## src/design/imheq_pkg.sv

```systemverilog
`timescale 1ns / 1ps
// Shared types and constants for the indexed min-heap event queue.
// Used by the controller, the datapath and the top level; depends on nothing.
package imheq_pkg;

	localparam int NODE_COUNT = 1024;
	localparam int ID_W       = 10;
	localparam int CNT_W      = 11;
	localparam int KEY_W      = 32;

	typedef enum logic [1:0] {
		ACT_INSERT   = 2'd0,
		ACT_POP      = 2'd1,
		ACT_DECREASE = 2'd2,
		ACT_NONE     = 2'd3
	} action_t;

	typedef enum logic [2:0] {
		ST_OK       = 3'd0,
		ST_EMPTY    = 3'd1,
		ST_FULL     = 3'd2,
		ST_NODE_BAD = 3'd3,
		ST_KEY_INC  = 3'd4
	} status_t;

	// micro-operations issued by the controller to the datapath
	typedef enum logic [4:0] {
		OP_NOP,
		OP_CLEAR,
		OP_LOAD,
		OP_RD_POS,
		OP_POP_ROOT,
		OP_POP_LAST,
		OP_POP_TAKE,
		OP_INS_CHK,
		OP_DEC_CHK,
		OP_DEC_KEY,
		OP_UP_RD,
		OP_UP_CMP,
		OP_DN_LEFT,
		OP_DN_RIGHT,
		OP_DN_CHOOSE,
		OP_PLACE,
		OP_RESP
	} op_t;

	typedef struct packed {
		op_t op;
	} cmd_t;

	typedef struct packed {
		logic    clear_done;
		logic    out_busy;
		action_t act;
		logic    empty;
		logic    ins_ok;
		logic    dec_ok;
		logic    key_ok;
		logic    last_gone;
		logic    up_top;
		logic    up_stop;
		logic    dn_leaf;
		logic    dn_stop;
	} stat_t;

endpackage

```

## src/design/imheq_ctrl.sv

```systemverilog
`timescale 1ns / 1ps
// Controller state machine: sequences insert, pop and decrease-key operations.
// Depends on imheq_pkg; drives cmd_t to imheq_datapath and reads its stat_t.
module imheq_ctrl (
	input  logic             clk,
	input  logic             arst_n,
	input  logic             in_valid,
	output logic             in_stall,
	input  imheq_pkg::stat_t stat,
	output imheq_pkg::cmd_t  cmd
);

	typedef enum logic [3:0] {
		S_CLEAR,
		S_IDLE,
		S_DISP,
		S_POP_LAST,
		S_POP_TAKE,
		S_INS_CHK,
		S_DEC_CHK,
		S_DEC_KEY,
		S_UP_RD,
		S_UP_CMP,
		S_DN_LEFT,
		S_DN_RIGHT,
		S_DN_CHOOSE,
		S_PLACE,
		S_RESP
	} state_t;

	state_t state_q;

	assign in_stall = state_q != S_IDLE || stat.out_busy;

	// micro-operation for the current state
	always_comb begin
		cmd.op = imheq_pkg::OP_NOP;
		case (state_q)
			S_CLEAR: begin
				if (!stat.clear_done) begin
					cmd.op = imheq_pkg::OP_CLEAR;
				end
			end
			S_IDLE: begin
				if (in_valid && !stat.out_busy) begin
					cmd.op = imheq_pkg::OP_LOAD;
				end
			end
			S_DISP: begin
				case (stat.act)
					imheq_pkg::ACT_INSERT, imheq_pkg::ACT_DECREASE:
						cmd.op = imheq_pkg::OP_RD_POS;
					imheq_pkg::ACT_POP: cmd.op = imheq_pkg::OP_POP_ROOT;
					default: cmd.op = imheq_pkg::OP_NOP;
				endcase
			end
			S_POP_LAST:  cmd.op = imheq_pkg::OP_POP_LAST;
			S_POP_TAKE:  cmd.op = imheq_pkg::OP_POP_TAKE;
			S_INS_CHK:   cmd.op = imheq_pkg::OP_INS_CHK;
			S_DEC_CHK:   cmd.op = imheq_pkg::OP_DEC_CHK;
			S_DEC_KEY:   cmd.op = imheq_pkg::OP_DEC_KEY;
			S_UP_RD:     cmd.op = imheq_pkg::OP_UP_RD;
			S_UP_CMP:    cmd.op = imheq_pkg::OP_UP_CMP;
			S_DN_LEFT:   cmd.op = imheq_pkg::OP_DN_LEFT;
			S_DN_RIGHT:  cmd.op = imheq_pkg::OP_DN_RIGHT;
			S_DN_CHOOSE: cmd.op = imheq_pkg::OP_DN_CHOOSE;
			S_PLACE:     cmd.op = imheq_pkg::OP_PLACE;
			S_RESP:      cmd.op = imheq_pkg::OP_RESP;
			default:     cmd.op = imheq_pkg::OP_NOP;
		endcase
	end

	// advance the sequence
	always_ff @(posedge clk or negedge arst_n) begin
		if (!arst_n) begin
			state_q <= S_CLEAR;
		end else begin
			case (state_q)
				S_CLEAR: if (stat.clear_done) state_q <= S_IDLE;
				S_IDLE: begin
					if (in_valid && !stat.out_busy) state_q <= S_DISP;
				end
				S_DISP: begin
					case (stat.act)
						imheq_pkg::ACT_INSERT:   state_q <= S_INS_CHK;
						imheq_pkg::ACT_DECREASE: state_q <= S_DEC_CHK;
						imheq_pkg::ACT_POP:
							state_q <= stat.empty ? S_RESP : S_POP_LAST;
						default: state_q <= S_RESP;
					endcase
				end
				S_POP_LAST: state_q <= S_POP_TAKE;
				S_POP_TAKE: state_q <= stat.last_gone ? S_RESP : S_DN_LEFT;
				S_INS_CHK:  state_q <= stat.ins_ok ? S_UP_RD : S_RESP;
				S_DEC_CHK:  state_q <= stat.dec_ok ? S_DEC_KEY : S_RESP;
				S_DEC_KEY:  state_q <= stat.key_ok ? S_UP_RD : S_RESP;
				S_UP_RD:    state_q <= stat.up_top ? S_PLACE : S_UP_CMP;
				S_UP_CMP:   state_q <= stat.up_stop ? S_PLACE : S_UP_RD;
				S_DN_LEFT:  state_q <= stat.dn_leaf ? S_PLACE : S_DN_RIGHT;
				S_DN_RIGHT: state_q <= S_DN_CHOOSE;
				S_DN_CHOOSE: state_q <= stat.dn_stop ? S_PLACE : S_DN_LEFT;
				S_PLACE:    state_q <= S_RESP;
				S_RESP:     state_q <= S_IDLE;
				default:    state_q <= S_IDLE;
			endcase
		end
	end

endmodule

```

## config.mk

```make
export PLATFORM = sky130hd
export DESIGN_NAME = imheq_ctrl
export DESIGN_NICKNAME = d
export VERILOG_FILES = /design/src/design/imheq_pkg.sv /design/src/design/imheq_ctrl.sv
export SDC_FILE = /design/constraint.sdc
export NUM_CORES = 1
export LEC_CHECK = 0
export BUFFER_PORTS_ARGS = -buffer_cell sky130_fd_sc_hd__buf_4
export CORE_AREA = 2 2 39 41
export CTS_BUF_LIST = sky130_fd_sc_hd__clkbuf_8 sky130_fd_sc_hd__clkbuf_16
export DETAILED_ROUTE_END_ITERATION = 8
export DIE_AREA = 0 0 41 43
export GPL_ROUTABILITY_DRIVEN = 0
export PLACE_DENSITY = 0.72
export SKIP_CTS_REPAIR_TIMING = 1
export SLEW_MARGIN = 0
export SYNTH_ARGS = -nofsm -noshare
export SYNTH_HDL_FRONTEND = slang
export SYNTH_SLANG_ARGS = --single-unit
```

## constraint.sdc

```tcl
create_clock -name clk -period 1.8 [get_ports clk]
set_input_delay 0.18 -clock clk [delete_from_list [all_inputs] [get_ports clk]]
set_output_delay 0.18 -clock clk [all_outputs]
set_load 0.05 [all_outputs]
```

==> qor.csv <==
metric,value,unit
status,"finished, final reports clean",
Total Power,1.27,mW
maximum VDD drop,0.000807,V
startpoint types,register,
internal power,591,uW
Max-Cap Viols,0,
max-slew violation count,0,
"Clk Latency, worst-skew pair",0.22,ns
biggest regs,state_q (4),
CP Buf/Inv Count,1,
"CP delay by family, top",flip-flops,
CTS HTree Levels,1,
fin crit period,1.69,ns
Final Skew,0.00450,ns
Worst EP required,1.62,ns
CTS sink cnt,4,
power density cells,1800,nW/um2
Clk pwr share,14.6,%
P&R area growth vs syn,37.1,%
pre-CTS setup slack,0.215,ns
Total Routing Usage GR,17.3,%
final period utilization,94.2,%
first drt pass iteration count,4,
Post-synth EDFFs,0,
Slew headroom,68.1,%
CTS tree,yes,
layout cells sized above 1,36.0,%
Synth Flop Type,dfrtp_1,
Crit-path slowest cell,dfrtp_1,
Crit. End Element,output pin,
RSZ-0062 raised after global routing,false,
CP Cell Sequence,"nor3_1, a21o_1, buf_4",
Ys Warns,0,
Gate power share,63.4,%
Post-Syn Area per Cell,7.58,um2
Routed WL,1300,um
sw power,684,uW
Post-route DRC,0,
"Seq/Total Area, Yosys",19.4,%
max reg flops,4,
largest net degree at the start of global routing,17,
"Cell Area, Synth",515,um2
Max Buffers Root-to-Sink,2,
starting DRC count in detailed routing,15,
endpoints failing setup,0,
Sequential Power Share,21.9,%
Core Region,1380,um2
cts bufs inserted,3,
Finished Layout Cells,105,
Crit Path Max Fanout,13,
total gr overflow,0,
Synth Instances,68,
final worst slack,0.105,ns
Leak,0.314,nW
synthesized flop and latch total,4,
Max stage delay on crit path,0.54,ns
wire length per cell,12.4,um
Die Span Y,43,um
Fmax,590,MHz
vias per cell,5.58,
"FFs w/ async S/R, synth",100,%
number of port buffers,21,
Rows,14,
switch share,53.7,%
I/O pin cnt,22,
largest register by flop count,state_q,
Final nets,107,
starting density of the core,37.3,%
number of distinct library cells after synthesis,31,
global-route wire length before repair,2100,um
most frequent cells in the layout,"22 x buf_4, 8 x a21oi_1, 5 x inv_1, 5 x nor2_1",
antenna violations before repair,0,
"commonest non-fill, non-tap cell in the layout",buf_4,
Layout fillers,136,
Syn Nets,84,
worst path arrival time,1.51,ns
worst slew pin tran,0.479,ns
Die ar.,1760,um2
Placed Cells,101,
vias in the first global route,534,
CTS clock-pin slew for the worst setup and hold paths,0.03,ns
hold crit path type,input pin to register,
clock root buffer,clkbuf_8,
ANT nets after route,0,
via count,586,
Horiz. Die Dim,41,um
number of diodes,0,
hpwl dp,1000,um
critical setup path kind,register to output pin,
Fin. Hold Viols,0,
==> worst register-to-register path: cells and delay by family, from the launching register on <==
family	cells	cell delay, ns
flops	1	0.63
compound gates	3	0.61
buf+inv	1	0.18
==> per-layer routing <==
| metal | vias to the layer above | GRT usage, % | routed length [um] |
|---|---|---|---|
| li1 | 298 | - | - |
| met1 | 264 | 19.7 | 559 |
| met2 | 24 | 29.1 | 626 |
| met3 | 0 | 7.85 | 115 |
| met4 | 0 | 2.00 | 0 |
| met5 | - | 0 | 0 |
==> worst paths after layout <==
| path | from | end | slack (ns) | cells past startpoint |
|---|---|---|---|---|
| setup / recovery | state_q[2]$_DFFE_PN0P_ | cmd[1] | 0.11 | 3 |
| hold / removal | stat[4] | state_q[2]$_DFFE_PN0P_ | 0.25 | 3 |
| setup reg to reg | state_q[2]$_DFFE_PN0P_ | state_q[0]$_DFFE_PN0P_ | 0.29 | 4 |
| hold reg to reg | state_q[3]$_DFFE_PN0P_ | state_q[2]$_DFFE_PN0P_ | 0.76 | 2 |
| max in group asynchronous | arst_n | state_q[3]$_DFFE_PN0P_ | 1.39 | 2 |
| min in group asynchronous | arst_n | state_q[2]$_DFFE_PN0P_ | 0.30 | 2 |
==> power by group through the flow <==
stage | combinational (mW) | sequential [mW] | clock, mW
detailed placement | 0.808 | 0.273 | 0
CTS | 0.812 | 0.272 | 0.191
global placement | 0.807 | 0.270 | 0
finish | 0.809 | 0.279 | 0.187
global route | 0.875 | 0.293 | 0.203
floorplan | 0.771 | 0.172 | 0
==> metrics by stage <==
stage	cell area [um2]	util, %	TNS, ns	hold WS [ns]
floorplan	520	-	0	-0.116
global placement	653	47.2	0	-0.0234
detailed placement	653	47.2	0	-0.0225
CTS	694	50.2	-0.0240	-0.252
global route	707	51.1	0	0.253
finish	707	51.1	0	0.249
==> synthesized netlist by cell type, drive strengths merged (2+ instances only) <==
cell type	number	area (um2)
a21oi	8	40.0
a32oi	2	17.5
buf	4	45.0
dfrtp	4	100
inv	6	22.5
nand2	5	26.3
nand2b	4	32.5
nand3b	3	22.5
nor2	5	18.8
nor3	4	25.0
o2111ai	2	17.5
o21ai	6	30.0
o31ai	2	15.0
==> area by class of cell <==
type / count / area [um2] / area share, %
Timing Repair Buffer: 23 / 175 / 24.8
Sequential cell: 4 / 103 / 14.5
Inverter: 6 / 22.5 / 3.19
Multi-Input combinational cell: 53 / 345 / 48.8
Clock buffer: 3 / 41.3 / 5.84
Tap cell: 16 / 20.0 / 2.83
==> logic make-up after synthesis <==
kind of cell,after synthesis,share of synthesized area [%]
AO/OA/AOI/OAI,30,38.8
XOR/XNOR,1,1.70
buffers and inverters,11,14.6
AND/OR/NAND/NOR,22,25.5
flip-flops,4,19.4
Power figures use the tool's default switching activity.
